[src/hdl/timebase_ticks_to_nanoseconds_macros.svh]
// Assertion helpers shared by the timebase converter modules.
// Each macro expects a clock named clk and a synchronous reset named rst.
`ifndef TIMEBASE_TICKS_TO_NANOSECONDS_MACROS_SVH
`define TIMEBASE_TICKS_TO_NANOSECONDS_MACROS_SVH

// Same-cycle implication: whenever ante holds, cons holds too.
`define TBNS_ASSERT_SAME(label, ante, cons, msg) \
  label: assert property (@(posedge clk) disable iff (rst) (ante) |-> (cons)) \
    else $error(msg);

// Next-cycle implication: whenever ante holds, cons holds in the next cycle.
`define TBNS_ASSERT_NEXT(label, ante, cons, msg) \
  label: assert property (@(posedge clk) disable iff (rst) (ante) |=> (cons)) \
    else $error(msg);

`endif

[src/hdl/tbns_pkg.sv]
`timescale 1ns / 1ps
`default_nettype none

package tbns_pkg;

  // Field and register widths.
  localparam int TickWidth  = 64;
  localparam int RatioWidth = 32;
  localparam int HalfWidth  = 32;

  // Configuration register indexes.
  localparam int CfgIndexWidth = 1;
  localparam logic [CfgIndexWidth-1:0] RegNumerator   = 1'd0;
  localparam logic [CfgIndexWidth-1:0] RegDenominator = 1'd1;

  // Restoring divider: one quotient bit per cycle.
  localparam int DivSteps      = TickWidth;
  localparam int DivCountWidth = $clog2(DivSteps);

  // Status that the divider reports to its user.
  typedef struct packed {
    logic busy;
    logic done;
  } div_status_t;

endpackage

`default_nettype wire

[src/hdl/tbns_div.sv]
`timescale 1ns / 1ps
`default_nettype none

`include "timebase_ticks_to_nanoseconds_macros.svh"

// Radix-2 restoring divider, 64-bit dividend by 32-bit nonzero divisor.
// The dividend shifts out one bit per cycle while quotient bits shift in.
module tbns_div (
  input  wire logic                             clk,
  input  wire logic                             rst,
  input  wire logic                             start,
  input  wire logic [tbns_pkg::TickWidth-1:0]   dividend,
  input  wire logic [tbns_pkg::RatioWidth-1:0]  divisor,
  output tbns_pkg::div_status_t                 status,
  output logic      [tbns_pkg::TickWidth-1:0]   quotient,
  output logic      [tbns_pkg::RatioWidth-1:0]  remainder
);

  logic [tbns_pkg::TickWidth-1:0]     shift_reg;
  logic [tbns_pkg::RatioWidth-1:0]    rem;
  logic [tbns_pkg::RatioWidth-1:0]    dsr;
  logic [tbns_pkg::DivCountWidth-1:0] count;
  logic                               busy;
  logic                               done;

  logic [tbns_pkg::RatioWidth:0]   rem_shift;
  logic [tbns_pkg::RatioWidth:0]   diff;
  logic                            qbit;
  logic [tbns_pkg::RatioWidth-1:0] rem_next;

  // The partial remainder stays below the divisor, so the shifted value is
  // below twice the divisor and a single subtract restores it.
  always_comb begin
    rem_shift = {rem, shift_reg[tbns_pkg::TickWidth-1]};
    diff      = rem_shift - {1'b0, dsr};
    qbit      = (rem_shift >= {1'b0, dsr});
    rem_next  = qbit ? diff[tbns_pkg::RatioWidth-1:0]
                     : rem_shift[tbns_pkg::RatioWidth-1:0];
  end

  always_ff @(posedge clk) begin
    if (rst) begin
      busy  <= 1'b0;
      done  <= 1'b0;
      count <= '0;
    end else begin
      done <= 1'b0;
      if (start) begin
        shift_reg <= dividend;
        dsr       <= divisor;
        rem       <= '0;
        count     <= '0;
        busy      <= 1'b1;
      end else if (busy) begin
        shift_reg <= {shift_reg[tbns_pkg::TickWidth-2:0], qbit};
        rem       <= rem_next;
        count     <= count + 1'b1;
        if (count == tbns_pkg::DivCountWidth'(tbns_pkg::DivSteps - 1)) begin
          busy <= 1'b0;
          done <= 1'b1;
        end
      end
    end
  end

  assign status.busy = busy;
  assign status.done = done;
  assign quotient    = shift_reg;
  assign remainder   = rem;

  `TBNS_ASSERT_SAME(a_no_restart, start, !busy, "divider started while busy")
  `TBNS_ASSERT_SAME(a_done_after_busy, done, $past(busy), "done without a running division")
  `TBNS_ASSERT_NEXT(a_busy_ends_in_done, busy && !start, busy || done, "division dropped")

endmodule

`default_nettype wire

[src/hdl/timebase_ticks_to_nanoseconds.sv]
// Tick-to-nanosecond converter.
// Requests arrive on the s_ stream as raw 64-bit tick counter samples. The first
// request after reset is latched as the origin and gives zero. Every request gives
// one 64-bit result on the m_ stream: ticks since the origin times
// ratio_numerator / ratio_denominator, wrapping modulo 2^64; a zero denominator
// with a nonzero numerator gives all ones instead. The ratio registers are
// written through cfg_wen / cfg_index / cfg_data; the user must write them only
// while the block is idle, which the block itself does not enforce. Both reset to 1.
// When the numerator equals the denominator, the denominator is one or the
// denominator is zero, the result is formed in the select state without division.
// Otherwise two 64-bit divisions run on one shared radix-2 divider at one
// quotient bit per cycle. The block takes one request at a time; the next one is
// taken as soon as the previous result has been moved into the output register.
// A stalled receiver holds the result in the output register; a new request can
// still be taken and worked on, and waits at its end for the register to free.
// Reset clears the origin and all handshake state and sets both ratio registers to 1.
`timescale 1ns / 1ps
`default_nettype none

`include "timebase_ticks_to_nanoseconds_macros.svh"

module timebase_ticks_to_nanoseconds (
  input  wire logic                                clk,
  input  wire logic                                rst,
  // Configuration write port.
  input  wire logic                                cfg_wen,
  input  wire logic [tbns_pkg::CfgIndexWidth-1:0]  cfg_index,
  input  wire logic [tbns_pkg::RatioWidth-1:0]     cfg_data,
  // Sample requests.
  input  wire logic                                s_tvalid,
  output logic                                     s_tready,
  input  wire logic [tbns_pkg::TickWidth-1:0]      s_tdata,  // [63:0] tick_sample
  // Results.
  output logic                                     m_tvalid,
  input  wire logic                                m_tready,
  output logic      [tbns_pkg::TickWidth-1:0]      m_tdata   // [63:0] elapsed_ns
);

  typedef enum logic [2:0] {
    S_IDLE,
    S_MUL_HI,
    S_MUL_LO,
    S_SEL,
    S_DIV_HI,
    S_DIV_LO,
    S_DONE
  } state_t;

  state_t state;

  logic [tbns_pkg::RatioWidth-1:0] ratio_numerator;
  logic [tbns_pkg::RatioWidth-1:0] ratio_denominator;

  logic                            origin_latched;
  logic [tbns_pkg::TickWidth-1:0]  origin_ticks;
  logic [tbns_pkg::TickWidth-1:0]  elapsed;
  logic [tbns_pkg::TickWidth-1:0]  hi_prod;
  logic [tbns_pkg::TickWidth-1:0]  lo_prod;
  logic [tbns_pkg::HalfWidth-1:0]  q_hi;
  logic [tbns_pkg::TickWidth-1:0]  result;

  logic                            in_accept;
  logic                            out_load;
  logic [tbns_pkg::HalfWidth-1:0]  mul_a;
  logic [tbns_pkg::TickWidth-1:0]  mul_prod;

  logic                            div_start;
  logic [tbns_pkg::TickWidth-1:0]  div_dividend;
  tbns_pkg::div_status_t           div_stat;
  logic [tbns_pkg::TickWidth-1:0]  div_quot;
  logic [tbns_pkg::RatioWidth-1:0] div_rem;

  assign s_tready  = (state == S_IDLE);
  assign in_accept = s_tvalid && s_tready;

  // In the done state, the output register loads when it is empty or being emptied this cycle.
  assign out_load  = (state == S_DONE) && (!m_tvalid || m_tready);

  // One 32 by 32 multiplier serves both halves of the elapsed count.
  assign mul_a    = (state == S_MUL_HI) ? elapsed[tbns_pkg::TickWidth-1:tbns_pkg::HalfWidth]
                                        : elapsed[tbns_pkg::HalfWidth-1:0];
  assign mul_prod = {{tbns_pkg::HalfWidth{1'b0}}, ratio_numerator}
                  * {{tbns_pkg::HalfWidth{1'b0}}, mul_a};

  // The first division takes the high product. The second takes the first
  // remainder shifted up a half word plus the low product, wrapping at 64 bits.
  always_comb begin
    div_start    = 1'b0;
    div_dividend = hi_prod;
    if (state == S_SEL) begin
      div_start = (ratio_numerator != ratio_denominator)
               && (ratio_denominator > tbns_pkg::RatioWidth'(1));
    end else if (state == S_DIV_HI) begin
      div_start    = div_stat.done;
      div_dividend = {div_rem, {tbns_pkg::HalfWidth{1'b0}}} + lo_prod;
    end
  end

  tbns_div u_div (
    .clk       (clk),
    .rst       (rst),
    .start     (div_start),
    .dividend  (div_dividend),
    .divisor   (ratio_denominator),
    .status    (div_stat),
    .quotient  (div_quot),
    .remainder (div_rem)
  );

  always_ff @(posedge clk) begin
    if (rst) begin
      state             <= S_IDLE;
      m_tvalid          <= 1'b0;
      origin_latched    <= 1'b0;
      ratio_numerator   <= tbns_pkg::RatioWidth'(1);
      ratio_denominator <= tbns_pkg::RatioWidth'(1);
    end else begin
      if (cfg_wen) begin
        unique case (cfg_index)
          tbns_pkg::RegNumerator:   ratio_numerator   <= cfg_data;
          tbns_pkg::RegDenominator: ratio_denominator <= cfg_data;
          default: ;
        endcase
      end

      if (out_load) begin
        m_tvalid <= 1'b1;
        m_tdata  <= result;
      end else if (m_tvalid && m_tready) begin
        m_tvalid <= 1'b0;
      end

      unique case (state)
        S_IDLE: begin
          if (in_accept) begin
            // The very first sample becomes the origin, so it reads as zero.
            if (!origin_latched) begin
              origin_ticks   <= s_tdata;
              origin_latched <= 1'b1;
              elapsed        <= '0;
            end else begin
              elapsed <= s_tdata - origin_ticks;
            end
            state <= S_MUL_HI;
          end
        end
        S_MUL_HI: begin
          hi_prod <= mul_prod;
          state   <= S_MUL_LO;
        end
        S_MUL_LO: begin
          lo_prod <= mul_prod;
          state   <= S_SEL;
        end
        S_SEL: begin
          priority if (ratio_numerator == ratio_denominator) begin
            result <= elapsed;
            state  <= S_DONE;
          end else if (ratio_denominator == tbns_pkg::RatioWidth'(1)) begin
            // Full 64-bit product, modulo 2^64, from the two half products.
            result <= lo_prod + {hi_prod[tbns_pkg::HalfWidth-1:0],
                                 {tbns_pkg::HalfWidth{1'b0}}};
            state  <= S_DONE;
          end else if (ratio_denominator == '0) begin
            result <= '1;
            state  <= S_DONE;
          end else begin
            state <= S_DIV_HI;
          end
        end
        S_DIV_HI: begin
          if (div_stat.done) begin
            q_hi  <= div_quot[tbns_pkg::HalfWidth-1:0];
            state <= S_DIV_LO;
          end
        end
        S_DIV_LO: begin
          if (div_stat.done) begin
            result <= {q_hi, {tbns_pkg::HalfWidth{1'b0}}} + div_quot;
            state  <= S_DONE;
          end
        end
        S_DONE: begin
          // Wait here until the output register is free or being emptied.
          if (out_load) begin
            state <= S_IDLE;
          end
        end
        default: state <= S_IDLE;
      endcase
    end
  end

  `TBNS_ASSERT_NEXT(a_accept_starts_mul, in_accept, state == S_MUL_HI, "request not started")
  `TBNS_ASSERT_SAME(a_div_running, state == S_DIV_HI || state == S_DIV_LO,
                    div_stat.busy || div_stat.done, "divider idle during division")
  `TBNS_ASSERT_SAME(a_result_from_done, $rose(m_tvalid), $past(state == S_DONE),
                    "result shown outside done state")

endmodule

`default_nettype wire

[config.mk]
export PLATFORM = sky130hd
export DESIGN_NAME = timebase_ticks_to_nanoseconds
export DESIGN_NICKNAME = d
export VERILOG_FILES = /design/src/hdl/tbns_pkg.sv /design/src/hdl/tbns_div.sv /design/src/hdl/timebase_ticks_to_nanoseconds.sv
export VERILOG_INCLUDE_DIRS = /design/src /design/src/hdl
export SDC_FILE = /design/constraint.sdc
export NUM_CORES = 2
export LEC_CHECK = 0
export BUFFER_PORTS_ARGS = -buffer_cell sky130_fd_sc_hd__buf_2
export CORE_MARGIN = 3
export CORE_UTILIZATION = 55
export DETAILED_ROUTE_END_ITERATION = 10
export PLACE_DENSITY_LB_ADDON = 0.3
export SYNTH_ARGS = -nofsm -noshare
export SYNTH_HDL_FRONTEND = slang
export SYNTH_HIERARCHICAL = 1
export SYNTH_SLANG_ARGS = --single-unit
[constraint.sdc]
create_clock -name clk -period 25.6 [get_ports clk]
set_input_delay 2.56 -clock clk [delete_from_list [all_inputs] [get_ports clk]]
set_output_delay 2.56 -clock clk [all_outputs]
set_load 0.1 [all_outputs]
# Yosys cells after proc, flatten, opt, wreduce, memory -nomap -nowiden
# Index checks and enable logic that the tools add are counted.
# op_classes
n_mux	28
n_mul	1
bitwise_logic	4
reduce_logical	26
n_lt_le_gt_ge	2
addsub	6
n_eq_ne	15
# ops
cell	n
two-way mux 64 bit	8
adder 64 bit	3
one-hot mux 64 bit (2 select lines)	1
two-way mux 32 bit	3
multiplier 32 x 32 -> 64 bit	1
subtractor 64 bit	1
>= comparator 33 x 32 -> 1 bit	1
equality test 32 x 1 -> 1 bit, second input constant	1
equality test 32 bit	1
> comparator 32 x 1 -> 1 bit, second input constant	1
zero test 32 bit	1
!= test 32 bit	1
subtractor 32 bit	1
one-hot mux 3 bit (7 select lines)	1
AND reduction 2 bit	8
two-way mux 3 bit	4
AND reduction 4 bit	3
equality test 3 bit, second input constant	3
two-way mux 1 bit	8
adder 6 x 1 -> 6 bit, second input constant	1
equality test 3 x 2 -> 1 bit, second input constant	2
equality test 6 bit, second input constant	1
two-way mux 2 bit	3
!= test 2 x 1 -> 1 bit, second input constant	3
12 further kinds	21
# word_totals
inputBits	102
wordCells	100
register_bits	621

# Logic depth before layout (Yosys ltp)
# depth
depth_word	5
depth_mapped	32
mapped_depth_nobuf	30

# Cells and area by module
# Netlist, hierarchy kept.
# modules_own_cells
module	seq_area_each_um2	area_per_inst_um2	cells_per_inst	n_inst
timebase_ticks_to_nanoseconds	13873.3	60110.2	6245	1
tbns_div	4003.8	7480.9	625	1

# Least setup slack after synthesis
# No wires, ideal clock.
# synth_timing
kind	input to register
start	input rst
end	register m_tdata[0] (netlist bit), enable pin
stages	2
path_buffers	1
arrival_ps	9367
setup_ps	666
path_slack_ps	15567
required_ps	24934
cell_sequence	clkbuf_1 nor4b_1
# synth_via
elab_chain_cells	2
# synth_lines
item	line	source
start, declared	timebase_ticks_to_nanoseconds.sv:24	input wire logic rst,
NOT 1 bit (no line)	--	
AND reduction 2 bit (no line)	--	
end signal, assigned	timebase_ticks_to_nanoseconds.sv:128	m_tdata <= result;
end, declared	timebase_ticks_to_nanoseconds.sv:36	output logic [tbns_pkg::TickWidth-1:0] m_tdata
# No other way between the ends.
# A chain may end at the register's enable or synchronous reset.

# Worst setup path after layout
# layout_timing
start	register state[0]
end	register hi_prod[55] (netlist bit) (data pin)
# layout_via
elab_chain_cells	3
# layout_lines
item	line	source
start, declared	timebase_ticks_to_nanoseconds.sv:49	state_t state;
start signal, assigned	timebase_ticks_to_nanoseconds.sv:112	state <= S_IDLE;
start signal, assigned	timebase_ticks_to_nanoseconds.sv:144	state <= S_MUL_HI;
start signal, assigned	timebase_ticks_to_nanoseconds.sv:149	state <= S_MUL_LO;
equality test 3 x 1 -> 1 bit	timebase_ticks_to_nanoseconds.sv:80	assign mul_a = (state == S_MUL_HI) ? elapsed[tbns_pkg::TickWidth-1:tbns_pkg::HalfWidth]
two-way mux 32 bit	timebase_ticks_to_nanoseconds.sv:80	
multiplier 32 x 32 -> 64 bit	timebase_ticks_to_nanoseconds.sv:83	* {{tbns_pkg::HalfWidth{1'b0}}, mul_a};
named net mul_prod, one bit	timebase_ticks_to_nanoseconds.sv:65	logic [tbns_pkg::TickWidth-1:0] mul_prod;
end signal, assigned	timebase_ticks_to_nanoseconds.sv:148	hi_prod <= mul_prod;
end, declared	timebase_ticks_to_nanoseconds.sv:57	logic [tbns_pkg::TickWidth-1:0] hi_prod;
# The timed path passes the listed nets, and every way through them passes these cells.

==> run_results.csv <==
group,metric,value,unit
status,outcome,"finished, final reports clean",
sta,clock_skew,69.8,ps
critical_path,cp.arrival,11080,ps
floorplanning,coreArea,121000,um^2
critical_path,cp_slowest_cell,"mux2_2",
floorplanning,io_pins,168,
sta,timing.final.ws_setup,14810,ps
sta,clock.fmax,0.0927,GHz
detailed_routing,wl_per_cell,24.1,um
global_routing,grt_start_max_net_pins,77,
critical_path,start_kind,"flop",
clock_tree,path_clk_slew,70,ps
clock_tree,cts.repair.resized,0,
critical_path,worst_ep_required_time,25890,ps
sta,final-max-slew-violation-count,0,
sta,slew_headroom,18.0,%
detailed_routing,first_pass_iters,5,
critical_path,reg2reg_depth,24,
critical_path,reg2reg_from,"state[0]",
clock_tree,cts_tree,"done",
global_routing,grt_pass1_vias,52000,
final_layout,fin_util,59.4,%
floorplanning,initial_core_util,55.9,%
place,post-dp-hpwl,156,mm
critical_path,end_kind,"flop",
final_layout,final_cell_area,71900,um^2
critical_path,path_common_cell,"fa_1",
place,io_buffers,167,
global_routing,grt_pass1_wl,314,mm
final_layout,drive_gt1_share,7.67,%
clock_tree,clock_latency,670,ps
worst_hold_path,hold_end,"m_tdata[30]",
place,place_area,69400,um^2
global_routing,grt.met3_usage,6.28,%
clock_tree,numCtsBuffers,72,
global_routing,grt_use_total,32.7,%
floorplanning,die_w,357,um
yosys,syn_area_per_cell,9.84,um^2
place,gp_congestion,1.01,
worst_hold_path,min_path_cells,0,
yosys,synth_cells,6869,
global_routing,grt_use_met1,44.9,%
critical_path,cp_max_fo,32,
critical_path,rr_endpoint,"hi_prod[55]",
detailed_routing,vias,50300,
global_routing,globalRouteOverflowTotal,0,
sta,min_period,10790,ps
critical_path,path_class,"flop to flop",
job,drv_cap,0,
detailed_routing,drt_wl_total,204,mm
yosys,synth_area,67600,um^2
sta,min_period_over_period,42.1,%
detailed_routing,route.detailed.drc,0,
place,place_ws,15120,ps
sta,rsz0062_at_grt,"no",
final_layout,area_growth,6.32,%
yosys,yosysWarnings,6,
clock_tree,cts_setup_buffers,0,
clock_tree,clock_sinks,621,
detailed_routing,vias_per_cell,5.95,
critical_path,crit_chain,"nand2b_1, nor2_4, mux2_2, nand2_1, fa_1, fa_1, inv_1, fa_1, fa_1, fa_1, fa_1, fa_1, inv_1, fa_1, inv_1, ha_1, nand3_1, or2_1, nor4_1, nor3_1, a21oi_2, a211oi_2, o21ai_0, xor2_1",
final_layout,nets,8231,
critical_path,rrSetupSlack,14810,ps
floorplanning,die_area,127000,um^2
clock_tree,root_buffer,"clkbuf_16",
worst_hold_path,hold_start,"result[30]",
floorplanning,row_count,127,
global_routing,grtUsageMet2,51.2,%
sta,report.final.hold_viol_count,0,
sta,fin_tns_setup,0,ps
critical_path,cp_slowest_stage_delay,1050,ps
floorplanning,die_h,357,um
global_routing,antenna_found_initial,21,
global_routing,grt.busiest_layer,"met2",
power_and_ir_drop,ir_worst_vdd,0.167,mV
detailed_routing,ant_nets,0,
clock_tree,cts_hold_buffers,0,
sta,finalSetupViolCount,0,
worst_hold_path,worstHoldPathType,"flop to flop",
clock_tree,clockBufferDepth,3,
yosys,syn_nets,8324,
sta,worst_pin_slew,1230,ps
power_and_ir_drop,leakage,32.0,nW
detailed_routing,first_iter_violations,4819,
clock_tree,cts_max_level,3,
power_and_ir_drop,p_per_area,80.2,nW/um^2
## worst max-delay path: cells and delay by family (launching register included)
kind	cells	cell delay (ps)
flops	1	580
simple gates	7	2650
xor+xnor	1	700
compound gates	3	740
mux	1	1050
fa+ha+maj	9	4490
buf+inv	3	170
## sequential cells by signal, summed over array words and instances (netlist names), 3 cells and up
name / flops
state: 3
u_div/quotient: 64
ratio_denominator: 32
result: 64
q_hi: 32
hi_prod: 64
u_div/dsr: 32
ratio_numerator: 32
lo_prod: 64
elapsed: 64
u_div/count: 6
u_div/remainder: 32
m_tdata: 64
origin_ticks: 64
## worst max-delay path by stage
stage | startpoint | endpoint | slack (ps) | cells past startpoint
6_report | state[0] | hi_prod[55] | 14810 | 24
5_1_grt | state[0] | hi_prod[55] | 14440 | 24
4_1_cts | state[0] | hi_prod[55] | 15110 | 24
3_5_place_dp | state[0] | hi_prod[55] | 15120 | 24
3_3_place_gp | state[0] | hi_prod[55] | 15250 | 24
2_1_floorplan | rst | m_tdata[0] | 15570 | 2
## layer usage
layer / up-vias / wire length (um) / share of wire [%]
met2: 2327 / 92700 / 46
met1: 25300 / 82700 / 41
met5: - / 99 / 0.049
met3: 500 / 18700 / 9.2
li1: 22100 / - / -
met4: 14 / 9410 / 4.6
## through the flow
step | total power [mW] | std cells | hold WS [ps]
floorplan | 3.39 | 6869 | 400
global placement | 4.61 | 8314 | 401
detailed placement | 4.65 | 8314 | 405
CTS | 5.71 | 8446 | 359
global route | 6.07 | 8448 | 380
finish | 5.76 | 8455 | 367
## power by group
part / leakage, nW / switching, mW / internal, mW / total, mW
registers: 5.45 / 0.0684 / 1.33 / 1.40
clock network: 1.15 / 0.453 / 0.593 / 1.05
logic: 25.4 / 2.27 / 1.06 / 3.32
total: 32.0 / 2.79 / 2.98 / 5.76
## cell usage in the layout, fill, tap and decap left out, drive strengths merged, types with 152 or more instances in the layout
master and instances:
a21o 163, o21ai 203, and2 556, inv 1012, a21oi 336, nor2 267
nand2 836, xnor2 152, fa 901, edfxtp 544, ha 452, buf 224
## cell type report
cell class,count,area [um^2]
Antenna cell,9,22.5
Sequential cell,621,17900
Clock inverter,49,520
Timing Repair Buffer,224,1260
Multi-Input combinational cell,4847,44500
Tap cell,1612,2020
Fill cell,10200,49100
Clock buffer,83,1900
Inverter,1010,3790
No activity file was read; power rests on OpenSTA's default activity.
